### src/hw/rtl/bcs_pkg.sv
// ============================================================================
// Bit count and scan unit package
// Shared constants, operation codes and the stage records of the pipeline.
// ============================================================================
`default_nettype none

package bcs_pkg;

   localparam int DATA_W    = 64;
   localparam int CMD_W     = 4;
   localparam int SIZE_W    = 2;
   localparam int COUNT_W   = 7;
   localparam int NUM_BYTES = 8;
   localparam int NIBBLE_W  = 4;

   typedef enum logic [CMD_W-1:0] {
      CMD_LZ       = 4'd0,
      CMD_LO       = 4'd1,
      CMD_TZ       = 4'd2,
      CMD_TO       = 4'd3,
      CMD_FLZ      = 4'd4,
      CMD_FLO      = 4'd5,
      CMD_FTZ      = 4'd6,
      CMD_FTO      = 4'd7,
      CMD_CNT_ZERO = 4'd8,
      CMD_CNT_ONE  = 4'd9,
      CMD_SINGLE   = 4'd10,
      CMD_WIDTH    = 4'd11,
      CMD_FLOOR    = 4'd12,
      CMD_CEIL     = 4'd13
   } cmd_type;

   // Output of the preparation stage: the word whose trailing zeros or
   // ones are to be counted, plus what the final stage needs.
   typedef struct packed {
      cmd_type             cmd;
      logic [COUNT_W-1:0]  width;
      logic                le_one;
      logic [DATA_W-1:0]   scan;
   } prep_type;

   // Per-byte partial counts.
   typedef struct packed {
      cmd_type                            cmd;
      logic [COUNT_W-1:0]                 width;
      logic                               le_one;
      logic [NUM_BYTES-1:0][NIBBLE_W-1:0] tz;
      logic [NUM_BYTES-1:0][NIBBLE_W-1:0] pop;
   } byte_type;

   // Merged count of the whole word.
   typedef struct packed {
      cmd_type             cmd;
      logic [COUNT_W-1:0]  width;
      logic                le_one;
      logic [COUNT_W-1:0]  count;
   } merge_type;

endpackage

`default_nettype wire

### src/hw/rtl/bcs_if.sv
// ============================================================================
// Bit count and scan unit channels
// Request and response channels with valid/ready handshakes.
// ============================================================================
`default_nettype none

interface bcs_req_if;
   logic                          valid;
   logic                          ready;
   logic [bcs_pkg::CMD_W-1:0]     cmd;
   logic [bcs_pkg::SIZE_W-1:0]    operand_size;
   logic [bcs_pkg::DATA_W-1:0]    operand;

   modport source (output valid, output cmd, output operand_size, output operand,
                   input ready);
   modport sink   (input valid, input cmd, input operand_size, input operand,
                   output ready);
endinterface

interface bcs_rsp_if;
   logic                          valid;
   logic                          ready;
   logic [bcs_pkg::DATA_W-1:0]    answer;

   modport source (output valid, output answer, input ready);
   modport sink   (input valid, input answer, output ready);
endinterface

`default_nettype wire

### src/hw/rtl/bit_count_scan_unit.sv
// ============================================================================
// Bit count and scan unit
// Leading/trailing counts, first positions, population counts, single-bit
// test, bit width, bit floor and bit ceiling at 8, 16, 32 or 64 bits.
// ============================================================================
//
//   Channel   Direction   Payload                               Handshake
//   req       in          cmd[3:0], operand_size[1:0],          valid/ready
//                         operand[63:0]
//   rsp       out         answer[63:0]                          valid/ready
//
// The unit takes one beat per cycle unless a stalled response backs up the
// pipeline, and returns its answer through the four register stages
// (prepare, per-byte count, merge, format).
// Reset clears only the stage valid bits; the unit keeps no other state.
// Each stage moves on when its successor has room, so a stalled response
// holds only as many stages as are full and bubbles fill up behind it.
//
`default_nettype none

module bit_count_scan_unit (
   input  wire logic   clock,
   input  wire logic   reset,
   bcs_req_if.sink     req,
   bcs_rsp_if.source   rsp
);

   // Stage one turns every operation into a trailing-run count or a
   // population count of one 64-bit scan word.
   logic                 prep_valid;
   logic                 prep_ready;
   bcs_pkg::prep_type    prep_data;

   // Stage two counts inside each byte.
   logic                 byte_valid;
   logic                 byte_ready;
   bcs_pkg::byte_type    byte_data;

   // Stage three merges the eight byte results.
   logic                 merge_valid;
   logic                 merge_ready;
   bcs_pkg::merge_type   merge_data;

   bcs_prep u_prep (
      .clock      (clock),
      .reset      (reset),
      .in_valid   (req.valid),
      .in_ready   (req.ready),
      .in_cmd     (req.cmd),
      .in_size    (req.operand_size),
      .in_operand (req.operand),
      .out_valid  (prep_valid),
      .out_ready  (prep_ready),
      .out_data   (prep_data)
   );

   bcs_byte_count u_byte_count (
      .clock     (clock),
      .reset     (reset),
      .in_valid  (prep_valid),
      .in_ready  (prep_ready),
      .in_data   (prep_data),
      .out_valid (byte_valid),
      .out_ready (byte_ready),
      .out_data  (byte_data)
   );

   bcs_merge u_merge (
      .clock     (clock),
      .reset     (reset),
      .in_valid  (byte_valid),
      .in_ready  (byte_ready),
      .in_data   (byte_data),
      .out_valid (merge_valid),
      .out_ready (merge_ready),
      .out_data  (merge_data)
   );

   // The format stage's register is the response register itself.
   bcs_format u_format (
      .clock      (clock),
      .reset      (reset),
      .in_valid   (merge_valid),
      .in_ready   (merge_ready),
      .in_data    (merge_data),
      .out_valid  (rsp.valid),
      .out_ready  (rsp.ready),
      .out_answer (rsp.answer)
   );

endmodule

`default_nettype wire

### src/hw/rtl/bcs_prep.sv
// ============================================================================
// Bit count and scan unit, preparation stage
// Masks the operand, builds the word for the trailing-run or population count.
// ============================================================================
`default_nettype none

module bcs_prep (
   input  wire logic                          clock,
   input  wire logic                          reset,
   input  wire logic                          in_valid,
   output logic                               in_ready,
   input  wire logic [bcs_pkg::CMD_W-1:0]     in_cmd,
   input  wire logic [bcs_pkg::SIZE_W-1:0]    in_size,
   input  wire logic [bcs_pkg::DATA_W-1:0]    in_operand,
   output logic                               out_valid,
   input  wire logic                          out_ready,
   output bcs_pkg::prep_type                  out_data
);

   logic                           valid_ff;
   bcs_pkg::prep_type              data_ff;
   bcs_pkg::prep_type              data_in;

   logic [bcs_pkg::DATA_W-1:0]     mask;
   logic [5:0]                     shamt;
   logic [bcs_pkg::DATA_W-1:0]     v;
   logic [bcs_pkg::DATA_W-1:0]     nv;
   logic [bcs_pkg::DATA_W-1:0]     vm1;
   logic [bcs_pkg::DATA_W-1:0]     src;
   logic [bcs_pkg::DATA_W-1:0]     aligned;
   logic                           lead;
   logic                           trail;
   bcs_pkg::cmd_type               cmd;

   assign in_ready = !valid_ff || out_ready;

   always_comb begin
      unique case (in_size)
         2'd0:    begin mask = 64'h0000_0000_0000_00FF; shamt = 6'd56; end
         2'd1:    begin mask = 64'h0000_0000_0000_FFFF; shamt = 6'd48; end
         2'd2:    begin mask = 64'h0000_0000_FFFF_FFFF; shamt = 6'd32; end
         default: begin mask = 64'hFFFF_FFFF_FFFF_FFFF; shamt = 6'd0;  end
      endcase
   end

   assign cmd = bcs_pkg::cmd_type'(in_cmd);
   assign v   = in_operand & mask;
   assign nv  = ~in_operand & mask;
   assign vm1 = v - 64'd1;

   // Leading forms are counted as trailing runs of the bit-reversed,
   // left-aligned word; the fill ones stop the count at the operand width.
   always_comb begin
      lead  = 1'b0;
      trail = 1'b0;
      unique case (cmd) inside
         bcs_pkg::CMD_LZ, bcs_pkg::CMD_FLO, bcs_pkg::CMD_WIDTH,
         bcs_pkg::CMD_FLOOR: begin
            src  = v;
            lead = 1'b1;
         end
         bcs_pkg::CMD_LO, bcs_pkg::CMD_FLZ: begin
            src  = nv;
            lead = 1'b1;
         end
         bcs_pkg::CMD_CEIL: begin
            src  = vm1;
            lead = 1'b1;
         end
         bcs_pkg::CMD_TZ, bcs_pkg::CMD_FTO: begin
            src   = v;
            trail = 1'b1;
         end
         bcs_pkg::CMD_TO, bcs_pkg::CMD_FTZ: begin
            src   = nv;
            trail = 1'b1;
         end
         bcs_pkg::CMD_CNT_ZERO: begin
            src = nv;
         end
         default: begin
            src = v;
         end
      endcase
   end

   always_comb begin
      aligned = (src << shamt) | ~({bcs_pkg::DATA_W{1'b1}} << shamt);
      data_in.cmd    = cmd;
      data_in.width  = bcs_pkg::COUNT_W'(7'd8 << in_size);
      data_in.le_one = (v[bcs_pkg::DATA_W-1:1] == '0);
      if (lead) begin
         for (int i = 0; i < bcs_pkg::DATA_W; i++) begin
            data_in.scan[i] = aligned[bcs_pkg::DATA_W-1-i];
         end
      end else if (trail) begin
         data_in.scan = src | ~mask;
      end else begin
         data_in.scan = src;
      end
   end

   always_ff @(posedge clock) begin
      if (reset) begin
         valid_ff <= 1'b0;
      end else if (in_ready) begin
         valid_ff <= in_valid;
      end
   end

   always_ff @(posedge clock) begin
      if (in_ready) begin
         data_ff <= data_in;
      end
   end

   assign out_valid = valid_ff;
   assign out_data  = data_ff;

endmodule

`default_nettype wire

### src/hw/rtl/bcs_byte_count.sv
// ============================================================================
// Bit count and scan unit, byte count stage
// Trailing-zero count and population count of each byte of the scan word.
// ============================================================================
`default_nettype none

module bcs_byte_count (
   input  wire logic               clock,
   input  wire logic               reset,
   input  wire logic               in_valid,
   output logic                    in_ready,
   input  wire bcs_pkg::prep_type  in_data,
   output logic                    out_valid,
   input  wire logic               out_ready,
   output bcs_pkg::byte_type       out_data
);

   logic                 valid_ff;
   bcs_pkg::byte_type    data_ff;
   bcs_pkg::byte_type    data_in;

   assign in_ready = !valid_ff || out_ready;

   always_comb begin
      data_in.cmd    = in_data.cmd;
      data_in.width  = in_data.width;
      data_in.le_one = in_data.le_one;
      for (int b = 0; b < bcs_pkg::NUM_BYTES; b++) begin
         data_in.tz[b]  = 4'd8;
         data_in.pop[b] = 4'd0;
         for (int j = 7; j >= 0; j--) begin
            if (in_data.scan[8*b+j]) begin
               data_in.tz[b] = 4'(j);
            end
         end
         for (int j = 0; j < 8; j++) begin
            data_in.pop[b] = data_in.pop[b] + {3'd0, in_data.scan[8*b+j]};
         end
      end
   end

   always_ff @(posedge clock) begin
      if (reset) begin
         valid_ff <= 1'b0;
      end else if (in_ready) begin
         valid_ff <= in_valid;
      end
   end

   always_ff @(posedge clock) begin
      if (in_ready) begin
         data_ff <= data_in;
      end
   end

   assign out_valid = valid_ff;
   assign out_data  = data_ff;

endmodule

`default_nettype wire

### src/hw/rtl/bcs_merge.sv
// ============================================================================
// Bit count and scan unit, merge stage
// Combines the byte counts into one count of the whole word.
// ============================================================================
`default_nettype none

module bcs_merge (
   input  wire logic               clock,
   input  wire logic               reset,
   input  wire logic               in_valid,
   output logic                    in_ready,
   input  wire bcs_pkg::byte_type  in_data,
   output logic                    out_valid,
   input  wire logic               out_ready,
   output bcs_pkg::merge_type      out_data
);

   logic                              valid_ff;
   bcs_pkg::merge_type                data_ff;
   bcs_pkg::merge_type                data_in;
   logic [bcs_pkg::COUNT_W-1:0]       tz_total;
   logic [bcs_pkg::COUNT_W-1:0]       pop_total;

   assign in_ready = !valid_ff || out_ready;

   // The lowest byte that holds a set bit fixes the trailing count.
   always_comb begin
      tz_total  = 7'd64;
      pop_total = '0;
      for (int b = bcs_pkg::NUM_BYTES - 1; b >= 0; b--) begin
         if (in_data.tz[b] != 4'd8) begin
            tz_total = {1'b0, 3'(b), in_data.tz[b][2:0]};
         end
      end
      for (int b = 0; b < bcs_pkg::NUM_BYTES; b++) begin
         pop_total = pop_total + {3'd0, in_data.pop[b]};
      end
   end

   always_comb begin
      data_in.cmd    = in_data.cmd;
      data_in.width  = in_data.width;
      data_in.le_one = in_data.le_one;
      case (in_data.cmd) inside
         bcs_pkg::CMD_CNT_ZERO, bcs_pkg::CMD_CNT_ONE, bcs_pkg::CMD_SINGLE: begin
            data_in.count = pop_total;
         end
         default: begin
            data_in.count = tz_total;
         end
      endcase
   end

   always_ff @(posedge clock) begin
      if (reset) begin
         valid_ff <= 1'b0;
      end else if (in_ready) begin
         valid_ff <= in_valid;
      end
   end

   always_ff @(posedge clock) begin
      if (in_ready) begin
         data_ff <= data_in;
      end
   end

   assign out_valid = valid_ff;
   assign out_data  = data_ff;

endmodule

`default_nettype wire

### src/hw/rtl/bcs_format.sv
// ============================================================================
// Bit count and scan unit, format stage
// Turns the count into the answer of the operation and holds the response.
// ============================================================================
`default_nettype none

module bcs_format (
   input  wire logic                        clock,
   input  wire logic                        reset,
   input  wire logic                        in_valid,
   output logic                             in_ready,
   input  wire bcs_pkg::merge_type          in_data,
   output logic                             out_valid,
   input  wire logic                        out_ready,
   output logic [bcs_pkg::DATA_W-1:0]       out_answer
);

   logic                              valid_ff;
   logic [bcs_pkg::DATA_W-1:0]        answer_ff;
   logic [bcs_pkg::DATA_W-1:0]        answer_in;
   logic [bcs_pkg::COUNT_W-1:0]       bw;
   logic [bcs_pkg::COUNT_W-1:0]       bw_less;
   logic [bcs_pkg::DATA_W-1:0]        count_ext;
   logic                              none_found;

   assign in_ready = !valid_ff || out_ready;

   assign bw         = in_data.width - in_data.count;
   assign bw_less    = bw - 7'd1;
   assign count_ext  = {{(bcs_pkg::DATA_W-bcs_pkg::COUNT_W){1'b0}}, in_data.count};
   assign none_found = (in_data.count == in_data.width);

   always_comb begin
      unique case (in_data.cmd) inside
         bcs_pkg::CMD_LZ, bcs_pkg::CMD_LO, bcs_pkg::CMD_TZ, bcs_pkg::CMD_TO,
         bcs_pkg::CMD_CNT_ZERO, bcs_pkg::CMD_CNT_ONE: begin
            answer_in = count_ext;
         end
         bcs_pkg::CMD_FLZ, bcs_pkg::CMD_FLO, bcs_pkg::CMD_FTZ, bcs_pkg::CMD_FTO: begin
            answer_in = none_found ? '0 : count_ext + 64'd1;
         end
         bcs_pkg::CMD_SINGLE: begin
            answer_in = {63'd0, (in_data.count == 7'd1)};
         end
         bcs_pkg::CMD_WIDTH: begin
            answer_in = {{(bcs_pkg::DATA_W-bcs_pkg::COUNT_W){1'b0}}, bw};
         end
         bcs_pkg::CMD_FLOOR: begin
            answer_in = (bw == '0) ? '0 : (64'd1 << bw_less[5:0]);
         end
         bcs_pkg::CMD_CEIL: begin
            if (in_data.le_one) begin
               answer_in = 64'd1;
            end else if (bw >= in_data.width) begin
               answer_in = '0;
            end else begin
               answer_in = 64'd1 << bw[5:0];
            end
         end
         default: begin
            answer_in = '0;
         end
      endcase
   end

   always_ff @(posedge clock) begin
      if (reset) begin
         valid_ff <= 1'b0;
      end else if (in_ready) begin
         valid_ff <= in_valid;
      end
   end

   always_ff @(posedge clock) begin
      if (in_ready) begin
         answer_ff <= answer_in;
      end
   end

   assign out_valid  = valid_ff;
   assign out_answer = answer_ff;

endmodule

`default_nettype wire
### src/flat_wrapper.sv
// flat-port wrapper written by rule: the top's interface ports become plain ports
module bit_count_scan_unit_flat 
  (clock, reset, req_valid, req_cmd, req_operand_size, req_operand, req_ready, rsp_valid, rsp_answer, rsp_ready);
  bcs_req_if req_i ();
  bcs_rsp_if rsp_i ();
  input  wire logic clock;
  input  wire logic reset;
  input wire logic [$bits(req_i.valid)-1:0] req_valid;
  input wire logic [$bits(req_i.cmd)-1:0] req_cmd;
  input wire logic [$bits(req_i.operand_size)-1:0] req_operand_size;
  input wire logic [$bits(req_i.operand)-1:0] req_operand;
  output wire logic [$bits(req_i.ready)-1:0] req_ready;
  output wire logic [$bits(rsp_i.valid)-1:0] rsp_valid;
  output wire logic [$bits(rsp_i.answer)-1:0] rsp_answer;
  input wire logic [$bits(rsp_i.ready)-1:0] rsp_ready;
  assign req_i.valid = req_valid;
  assign req_i.cmd = req_cmd;
  assign req_i.operand_size = req_operand_size;
  assign req_i.operand = req_operand;
  assign req_ready = req_i.ready;
  assign rsp_valid = rsp_i.valid;
  assign rsp_answer = rsp_i.answer;
  assign rsp_i.ready = rsp_ready;
  bit_count_scan_unit u_core (.clock(clock), .reset(reset), .req(req_i), .rsp(rsp_i));
endmodule
### config.mk
export PLATFORM = sky130hd
export DESIGN_NAME = bit_count_scan_unit_flat
export DESIGN_NICKNAME = d
export VERILOG_FILES = /design/src/hw/rtl/bcs_pkg.sv /design/src/hw/rtl/bcs_if.sv /design/src/hw/rtl/bit_count_scan_unit.sv /design/src/hw/rtl/bcs_prep.sv /design/src/hw/rtl/bcs_byte_count.sv /design/src/hw/rtl/bcs_merge.sv /design/src/hw/rtl/bcs_format.sv /design/src/flat_wrapper.sv
export SDC_FILE = /design/constraint.sdc
export NUM_CORES = 1
export LEC_CHECK = 0
export BUFFER_PORTS_ARGS = -buffer_cell sky130_fd_sc_hd__buf_2
export CAP_MARGIN = 20
export CORE_UTILIZATION = 41
export CTS_CLUSTER_SIZE = 40
export DETAILED_ROUTE_END_ITERATION = 6
export PLACE_DENSITY = 0.58
export SKIP_LAST_GASP = 1
export SYNTH_ARGS = -nofsm -noshare
export SYNTH_HDL_FRONTEND = slang
export SYNTH_SLANG_ARGS = --single-unit
export TNS_END_PERCENT = 20
### constraint.sdc
create_clock -name clock -period 4.27 [get_ports clock]
set_input_delay 0.427 -clock clock [delete_from_list [all_inputs] [get_ports clock]]
set_output_delay 0.427 -clock clock [all_outputs]
set_load 0.05 [all_outputs]
* Yosys cells after proc, flatten, opt, wreduce, memory -nomap -nowiden
Index checks and enable logic that the tools add are counted.
** Word-level totals
- Register bits after elaboration :: 239
- Bits of input ports :: 74
- Output and inout bits :: 66
- Logic and storage cells :: 295
** Cells by class
- Add/subtract/negate cells :: 67
- Magnitude comparators :: 1
- Eq/ne operators :: 39
- Shifts and indexed selects :: 5
- Mux-type cells :: 77
- Bitwise operators :: 7
- Reductions and logical operators :: 43
** Operator list (count)
- 64-bit one-hot mux with 6 select lines :: 1
- 64-bit two-way mux :: 5
- 64-bit NOT :: 3
- 64-bit one-hot mux with 3 select lines :: 1
- 4-bit by 1-bit adder with 4-bit output :: 32
- 64-bit AND :: 2
- 64-bit bitwise OR :: 2
- 64-bit one-hot mux with 2 select lines :: 1
- 1-bit by 6-bit << shifter with 64-bit output, first input constant :: 2
- 3-bit two-way mux :: 24
- 64-bit by 6-bit << shifter with 64-bit output :: 1
- 64-bit by 6-bit << shifter with 64-bit output, first input constant :: 1
- 64-bit by 1-bit subtractor with 64-bit output, second input constant :: 1
- 63-bit zero test :: 1
- 7-bit two-way mux :: 9
- 7-bit OR reduction :: 9
- 4-bit == test, second input constant :: 13
- 4-bit OR reduction :: 10
- 3-bit by 1-bit adder with 4-bit output :: 8
- 4-bit by 3-bit == test with 1-bit output, second input constant :: 8
- 2-bit two-way mux :: 16
- 4-bit two-way mux :: 8
- 4-bit != test, second input constant :: 8
- 7-bit by 4-bit adder with 7-bit output :: 4
- 28 further kinds :: 69

* Depth between registers and ports, before layout
Gate-level depths: netlist of run 1.
- Depth in word-level cells :: 10
- Gate-level depth with buffers :: 16
- Gate-level depth less buffers :: 15

* Cells and area by module
Synthesis of run 1 repeated with hierarchy kept, for this count alone.
** Second synthesis, totals
- Cell total of the unflattened synthesis :: 1694
- Area, all modules :: 16643.5 µm²
** By module, submodules not included
- bcs_prep :: instances 1, cells an instance 819, area each 6784.0 µm², sequential area each 2212.1 µm²
- bcs_byte_count :: instances 1, cells an instance 367, area each 4434.3 µm², sequential area each 2302.2 µm²
- bcs_format :: instances 1, cells an instance 330, area each 3579.7 µm², sequential area each 1941.9 µm²
- bcs_merge :: instances 1, cells an instance 178, area each 1845.5 µm², sequential area each 590.6 µm²

* Least setup slack after synthesis of run 1
No wires, ideal clock.
- Path type :: register to register
- Start :: register u_core.u_merge.data_ff, in the netlist u_core.u_merge.out_data[3]
- End :: register u_core.u_format.answer_ff, in the netlist u_core.u_format.out_answer[7] (data pin)
- Library setup time :: 0.165 ns
- Arrival time :: 3.979 ns
- Required time :: 4.105 ns
- Slack :: 0.126 ns
- Stages on the path, launching flop included :: 16
- Buffers on the path :: 3
- Period minus slack after synthesis :: 4.144 ns
- Cells stage by stage :: edfxtp_1 -> inv_1 -> ha_1 -> clkbuf_1 -> nor4b_1 -> o21a_1 -> nor2_1 -> xnor2_1 -> ha_1 -> o21ai_0 -> nand2b_1 -> a2111oi_0 -> or3b_2 -> clkbuf_1 -> clkbuf_1 -> o221ai_1
** Between the ends
- Cells in the longest elaborated chain, start to end :: 5
- Elaborated cells on any way between the ends :: 13
- Those cells by class :: 3 x add/sub; 1 x order compare; 1 x eq/ne; 2 x shift; 5 x mux; 1 x reduce/logical
** RTL lines
- start, declared :: RTL line bcs_merge.sv:19 : bcs_pkg::merge_type data_ff;
- start signal, assigned :: RTL line bcs_merge.sv:64 : data_ff <= data_in;
- 7-bit subtractor :: RTL line bcs_format.sv:28 : assign bw = in_data.width - in_data.count;
- 6-bit by 1-bit subtractor with 6-bit output (tied with other cells) :: RTL line bcs_format.sv:29 : assign bw_less = bw - 7'd1;
- 1-bit by 6-bit << shifter with 64-bit output / 64-bit two-way mux (equally long branches) :: RTL line bcs_format.sv:49, bcs_format.sv:54
- 64-bit two-way mux (on tied branches) :: RTL line bcs_format.sv:49, bcs_format.sv:52
- 64-bit one-hot mux with 6 select lines * :: RTL line bcs_format.sv:34 : unique case (in_data.cmd) inside
- end signal, assigned :: RTL line bcs_format.sv:76 : answer_ff <= answer_in;
- end, declared :: RTL line bcs_format.sv:19 : logic [bcs_pkg::DATA_W-1:0] answer_ff;
Every way passes the cells marked *; elsewhere a longest branch is shown, timed or not.
A chain may end at the register's enable or synchronous reset.

* Worst setup path in the final report of run 1
- Start :: register u_core.u_merge.data_ff, in the netlist u_core.u_merge.out_data[0]
- End :: register u_core.u_format.answer_ff, in the netlist u_core.u_format.out_answer[6] (data pin)
Same word-level chain as after synthesis.

==> metrics.md, run 1 <==
| Metric | Value |
|---|---|
| Outcome | complete, no violations |
| First-pass GRT wire length | 83,600 microns |
| Finish-stage setup viols | 0 |
| Top cells by count, synth | edfxtp_1 (226), nor2_1 (165), inv_1 (154), nand2_1 (114), a21oi_1 (98) |
| CP Class | reg -> reg |
| Yosys warns | 0 |
| Grt ovf | 0 |
| Num CTS Buffers | 23 |
| DR pass1 iterations | 6 |
| IO Pins | 140 |
| Pwr Density | 644 mW/mm^2 |
| Async S/R FF share, synth | 0% |
| Core area | 0.0378 sq mm |
| Drt wl/cell | 24.5 microns |
| Clk_lat worst skew | 0.53 ns |
| Pleak | 7.30 nW |
| Final Hold Violating Endpoints | 0 |
| Synth area leader | edfxtp_1 |
| Largest net degree at the start of global routing | 59 |
| CTS Buffer Depth | 3 |
| Max Freq | 250 MHz |
| Final Power | 11.7 mW |
| Crit path time final | 4.00 ns |
| Placed cells | 2,257 |
| Post-Syn Instances | 1,625 |
| TritonCTS clock tree | built |
| CTS HTree Levels | 1 |
| Worst R2R Setup Slack | 0.27 ns |
| WP data required | 4.65 ns |
| Mapped Area | 0.0159 sq mm |
| Max cap viols | 0 |
| Starting Density | 41.9% |
| GRT Resource Usage Total | 28.5% |
| Final Max Slew Viols | 0 |
| Antenna Cells | 0 |
| HPWL after DPL | 44,300 microns |
| Max Clock Skew | 0.0243 ns |
| Number of cells on the worst reg-to-reg path | 13 |
| ANT nets after route | 0 |
| Cell row count | 71 |
| Port Buf Inserts | 139 |
| Crit path from | u_core.u_merge.out_data[0]$_DFFE_PP_ |
| Worst Setup End Kind | flip-flop |
| Number of synthesized register bits | 230 |
| Syn nets | 1,811 |
| Worst EP arrival | 4.38 ns |
| Reg-to-Reg Start | u_core.u_merge.out_data[0]$_DFFE_PP_ |
| Post-route setup slack | 0.268 ns |
| P&R area growth vs syn | 14.2% |
| CP Capture Point | u_core.u_format.out_answer[6]$_SDFFCE_PN0P_ |
| Worst slack, placed | 0.325 ns |
| GPL Wtd Cong | 0.994 |
| Routed vias | 14,000 |
| Worst Setup Start Kind | flip-flop |
| Top-area cell type share of the netlist area | 42.8% |
| Sequential fraction of the synthesis area | 43.3% |
| Resized Gates After CTS | 0 |
| Terminus of the critical flop-to-flop path | u_core.u_format.out_answer[6]$_SDFFCE_PN0P_ |
| Worst IR drop on VDD | 0.892 mV |
| Clock Pin Slew Worst Setup and Hold Paths | 0.07 ns |
| Slew @ Worst Pin | 1.22 ns |
| Initial antenna violation count | 0 |
| DRC | 0 |
| Die H | 199 microns |
| Layout fillers | 3,628 |
| Dominant synthesized flop cell | edfxtp_1 |
| Relative slew slack | 17.6% |
| Post-synth EDFFs | 226 |
| DRT iter0 DRCs | 1,403 |
| Fin crit share | 93.7% |
| Sink Count | 230 |
| Post-synth cell types | 82 |
| Layout cell share with drive strength beyond 1 | 15.8% |
| Chip width | 199 microns |
| Most numerous cell in the Yosys netlist | edfxtp_1 |
| Final Instance Count excl. Fillers | 2,300 |
| Routed WL | 56,300 microns |
| Top cells by area, synth | edfxtp_1 (43%), fa_1 (6.9%), ha_1 (4.5%) |
| Clk root buf | clkbuf_16 |
| Critical path fanouts, max | 15 |
| Average cell area after synthesis | 9.77 sq um |
| RSZ-0062 raised after global routing | true |
| Hold_buf cts | 0 |
| Nets@finish | 1,958 |
| Via-per-instance ratio | 6.07 |
| Number of global-route vias before repair | 13,300 |
| DIE AREA | 0.0395 sq mm |
| Setup TNS | 0 ns |
| Worst min path class | in -> reg |
-- kinds of logic after synthesis --
kind of cell	after synthesis	share of synthesized area, %
AOI/OAI and AO/OA	499	21.2
xor gates and xnor gates	43	2.37
adders and majority gates	112	11.4
buffers and inverters	239	5.82
DFF	230	43.3
muxes	10	0.654
and+or+nand+nor	492	15.3
-- state kept, by name, indices dropped and copies added (netlist names) --
signal,cells
u_core.u_merge.out_valid,1
u_core.u_byte_count.out_data,73
u_core.u_merge.out_data,16
u_core.u_prep.out_valid,1
u_core.u_format.out_answer,64
u_core.u_prep.out_data,73
u_core.u_format.out_valid,1
u_core.u_byte_count.out_valid,1
-- worst max-delay path, cell delays in order (launching register included) --
cell,delay (ns)
edfxtp_1,0.55
inv_1,0.15
ha_1,0.31
and3b_1,0.25
o21a_1,0.19
o21ai_0,0.23
nand3_1,0.14
and2_1,0.20
ha_1,0.30
a2111oi_0,0.39
buf_4,0.20
or3b_2,0.63
o21a_1,0.24
o211ai_1,0.08
-- layout make-up --
type	instances	area (sq um)	share of cell area (%)
Clock buffer	28	614	3.39
Clock inverter	14	135	0.745
Inverter	156	586	3.23
Multi-Input combinational cell	1156	8100	44.7
Sequential cell	230	6870	37.9
Tap cell	511	639	3.53
Timing Repair Buffer	205	1190	6.57
-- cell usage in the layout (no fill, tap or decap), types with 8 or more instances in the layout --
master and instances:
a31oi_1 23, xor2_1 16, or4_1 13, xnor2_1 27, or3_1 13, nand2_1 113
nor3_1 32, clkbuf_16 23, o31ai_1 19, nor4_1 29, a211oi_1 20, buf_2 139
edfxtp_1 226, inv_1 152, buf_4 66, nor2_1 164, o22ai_1 55, o221ai_1 9
o21ai_0 95, a31o_2 10, and3_1 19, o41ai_1 9, o31a_1 10, nand3_1 34
o32ai_1 8, a21o_1 12, o21a_1 11, o211ai_1 21, a221oi_1 18, a21oi_1 97
ha_1 57, nor2b_1 14, a21boi_0 9, fa_1 55, nor4b_1 9
-- routing by layer --
layer  vias to the layer above  GRT usage, %  routed length [microns]
met5                         -             0                        0
met4                         0          13.1                     2570
met3                       117          2.70                     3540
met2                       668          46.5                    26000
met1                      6768          38.4                    24200
li1                       6408             -                        -
-- through the flow --
| step | hold WS (ns) | util [%] | cell area (sq um) |
|---|---|---|---|
| after CTS | 0.0823 | 47.9 | 18100 |
| after detailed placement | 0.405 | 45.9 | 17400 |
| after global routing | 0.0936 | 47.9 | 18100 |
| after floorplan | 0.400 | - | 15900 |
| final | 0.0958 | 47.9 | 18100 |
| after global placement | 0.403 | 45.9 | 17400 |
-- repair_timing --
item	in CTS	in global routing
setup buffers	0	1
hold endpoints to repair	0	0
endpoints found under the setup margin	0	5
-- report_power, final --
part           switching, mW  internal, mW  leakage, nW
clock network          0.867          1.15        0.370
logic                   3.73          2.69         4.34
registers              0.240          2.99         2.60
total                   4.84          6.83         7.30
-- worst min-delay path by stage --
| stage | start | endpoint | slack (ns) | cells past startpoint |
|---|---|---|---|---|
| 6_report | reset | u_core.u_format.out_valid$_SDFFE_PP0P_ | 0.1 | 2 |
| 2_1_floorplan | u_core.u_prep.out_data[64]$_DFFE_PP_ | u_core.u_byte_count.out_data[64]$_DFFE_PP_ | 0.40 | 0 |
| 5_1_grt | reset | u_core.u_byte_count.out_valid$_SDFFE_PP0P_ | 0.09 | 2 |
| 4_1_cts | reset | u_core.u_format.out_valid$_SDFFE_PP0P_ | 0.08 | 2 |
| 3_5_place_dp | u_core.u_prep.out_data[68]$_SDFFCE_PP0P_ | u_core.u_byte_count.out_data[68]$_DFFE_PP_ | 0.40 | 0 |
| 3_3_place_gp | u_core.u_prep.out_data[71]$_SDFFCE_PN0P_ | u_core.u_byte_count.out_data[71]$_DFFE_PP_ | 0.40 | 0 |
Note: power is estimated with default switching activity, not from simulation.
==> run 2, diff against run 1 <==
BUFFER_PORTS_ARGS = -buffer_cell sky130_fd_sc_hd__clkbuf_2   (was -buffer_cell sky130_fd_sc_hd__buf_2)
CORE_MARGIN = 2   (was unset)
==> run 2 against run 1 <==
Against the previous run: sequential share of layout area is 0.15 points lower; register-to-register slack better by 0.09 ns; final area is 0.41% higher; critical path depth is 5 lower; fmax is 2.3% higher; critical endpoint is now u_core.u_format.out_answer[31]$_SDFFCE_PN0P_; largest power group unchanged.
==> metrics.md, run 2 (same netlist as run 1, synthesis figures left out) <==
| Metric | Value |
|---|---|
| Hold_buf cts | 0 (unchanged) |
| Final Max Slew Viols | 0 (unchanged) |
| Layout fillers | 3,677 (was 3,628) |
| Port Buf Inserts | 139 (unchanged) |
| Layout cell share with drive strength beyond 1 | 16.2% (was 15.8%) |
| CP Class | reg -> reg (unchanged) |
| RSZ-0062 raised after global routing | false (was true) |
| Max cap viols | 0 (unchanged) |
| Starting Density | 41.3% (was 41.9%) |
| P&R area growth vs syn | 14.7% (was 14.2%) |
| Outcome | complete, no violations (unchanged) |
| Worst IR drop on VDD | 1.01 mV (was 0.892 mV) |
| Pwr Density | 645 mW/mm^2 (was 644 mW/mm^2) |
| Hold Slack | 0.0881 ns (was 0.0958 ns) |
| DRT iter0 DRCs | 1,289 (was 1,403) |
| Final Core Density | 47.3% (was 47.9%) |
| Clk root buf | clkbuf_16 (unchanged) |
| Drt wl/cell | 24.3 microns (was 24.5 microns) |
| Num CTS Buffers | 23 (unchanged) |
| WP data required | 4.64 ns (was 4.65 ns) |
| Clk_lat worst skew | 0.54 ns (was 0.53 ns) |
| IO Pins | 140 (unchanged) |
| Core area | 0.0385 sq mm (was 0.0378 sq mm) |
| Crit path time final | 3.91 ns (was 4.00 ns) |
| Critical Path, Cell by Cell | inv_1 > ha_1 > ha_1 > nor3_1 > or4b_2 > xor2_1 > nand2_1 > o22ai_1 (was inv_1 > ha_1 > and3b_1 > o21a_1 > o21ai_0 > nand3_1 > and2_1 > ha_1 > a2111oi_0 > buf_4 > or3b_2 > o21a_1 > o211ai_1) |
| DR pass1 iterations | 6 (unchanged) |
| TritonCTS clock tree | built (unchanged) |
| CTS Buffer Depth | 3 (unchanged) |
| Reg-to-Reg Start | u_core.u_merge.out_data[1]$_DFFE_PP_ (was u_core.u_merge.out_data[0]$_DFFE_PP_) |
| Antenna Cells | 0 (unchanged) |
| Post-route setup slack | 0.359 ns (was 0.268 ns) |
| Commonest non-fill, non-tap cells in the layout | edfxtp_1 (226), nor2_1 (163), inv_1 (152) (was edfxtp_1 (226), nor2_1 (164), inv_1 (152)) |
| Worst Setup Start Kind | flip-flop (unchanged) |
| Worst slack, placed | 0.289 ns (was 0.325 ns) |
| Worst min path class | in -> reg (unchanged) |
| Crit path from | u_core.u_merge.out_data[1]$_DFFE_PP_ (was u_core.u_merge.out_data[0]$_DFFE_PP_) |
| Most Frequent Cell on Critical Path | ha_1 |
| Max Clock Skew | 0.0370 ns (was 0.0243 ns) |
| Worst Setup End Kind | flip-flop (unchanged) |
| Worst EP arrival | 4.29 ns (was 4.38 ns) |
| Nets@finish | 1,969 (was 1,958) |
| Sink Count | 230 (unchanged) |
| Area after DPL | 0.0174 sq mm (about the same) |
| Max Freq | 256 MHz (was 250 MHz) |
| Chip width | 201 microns (was 199 microns) |
| Pleak | 7.30 nW (about the same) |
| Hold Path Origin | reset (unchanged) |
| GPL Wtd Cong | 0.981 (was 0.994) |
| CTS HTree Levels | 1 (unchanged) |
| Routed vias | 13,900 (was 14,000) |
| Fin crit share | 91.6% (was 93.7%) |
| First-pass GRT wire length | 84,900 microns (was 83,600 microns) |
| Routed WL | 56,300 microns (about the same) |
| GRT Resource Usage Total | 27.5% (was 28.5%) |
| DIE AREA | 0.0403 sq mm (was 0.0395 sq mm) |
| Number of global-route vias before repair | 13,300 (about the same) |
| Clock Pin Slew Worst Setup and Hold Paths | 0.07 ns (about the same) |
| Critical path's slowest cell | or4b_2 (was or3b_2) |
| Largest net degree at the start of global routing | 42 (was 59) |
| Crit-path max cell delay | 0.65 ns (was 0.63 ns) |
| HPWL after DPL | 44,500 microns (was 44,300 microns) |
| Finish-stage setup viols | 0 (unchanged) |
| Setup TNS | 0 ns (unchanged) |
| Grt ovf | 0 (unchanged) |
| Cell row count | 72 (was 71) |
| Initial antenna violation count | 1 (was 0) |
| DRC | 0 (unchanged) |
| Final Hold Violating Endpoints | 0 (unchanged) |
| Final Instance Area | 0.0182 sq mm (was 0.0181 sq mm) |
| Multi-input logic area | 0.00811 sq mm (was 0.00810 sq mm) |
| Die H | 201 microns (was 199 microns) |
| Via-per-instance ratio | 6.00 (was 6.07) |
| Slew @ Worst Pin | 1.08 ns (was 1.22 ns) |
| ANT nets after route | 0 (unchanged) |
| Register area | 0.00687 sq mm (unchanged) |
| Relative slew slack | 27.1% (was 17.6%) |
| Commonest non-fill, non-tap cell in the layout | edfxtp_1 (unchanged) |
| Critical path fanouts, max | 13 (was 15) |
run 2: changes by cell type in the layout (fill, tap and decap cells not counted), sizes merged:
cell | previous run | this run
clkbuf | 28 | 169
inv | 158 | 159
clkinv | 9 | 7
buf | 205 | 76
bufinv | 2 | 1
run 2: per-layer routing:
layer / GRT usage, % / wire, microns
met1: 37.1 / 23800
met2: 44.2 / 25700
met3: 3.67 / 3850
met4: 12.8 / 2980
met5: 0 / 13
run 2: worst paths after layout:
kind / depth (start not counted) / endpoint / slack (ns)
setup / recovery: 8 / u_core.u_format.out_answer[31]$_SDFFCE_PN0P_ / 0.36
hold / removal: 2 / u_core.u_byte_count.out_valid$_SDFFE_PP0P_ / 0.09
setup reg to reg: 8 / u_core.u_format.out_answer[31]$_SDFFCE_PN0P_ / 0.36
hold reg to reg: 0 / u_core.u_merge.out_data[7]$_DFFE_PP_ / 0.42
run 2: metrics by stage:
| stage | total power [mW] | cells |
|---|---|---|
| finish | 11.7 | 2317 |
| global route | 12.7 | 2317 |
| CTS | 11.8 | 2312 |
| detailed placement | 9.80 | 2271 |
| global placement | 9.71 | 2271 |
| floorplan | 7.53 | 1625 |
run 2: cell type report:
class | count | area share (%)
multi-input combinational | 1156 | 44.5
sequential | 230 | 37.7
timing repair buffer | 216 | 7.06
tap | 518 | 3.56
clock buffer | 29 | 3.29
inverter | 156 | 3.22
clock inverter | 12 | 0.612
run 2: critical path: cells and delay by family (launching register included):
| family | cells | cell delay [ns] |
|---|---|---|
| and+or+nand+nor | 3 | 1.47 |
| adders and majority gates | 2 | 0.75 |
| DFF | 1 | 0.52 |
| xor gates and xnor gates | 1 | 0.51 |
| AOI/OAI and AO/OA | 1 | 0.33 |
| buffers and inverters | 1 | 0.15 |
run 2: repair_timing:
item,4_1_cts,5_1_grt
setup endpoints to repair,0,35
resized for setup,0,3
buffers inserted,0,4
run 2: report_power, final:
part / leakage, nW / switching (mW) / total, mW / internal (mW)
Sequential: 2.60 / 0.236 / 3.23 / 2.99
Clock: 0.347 / 0.874 / 1.94 / 1.07
Combinational: 4.36 / 3.84 / 6.57 / 2.74
Total: 7.30 / 4.94 / 11.7 / 6.80
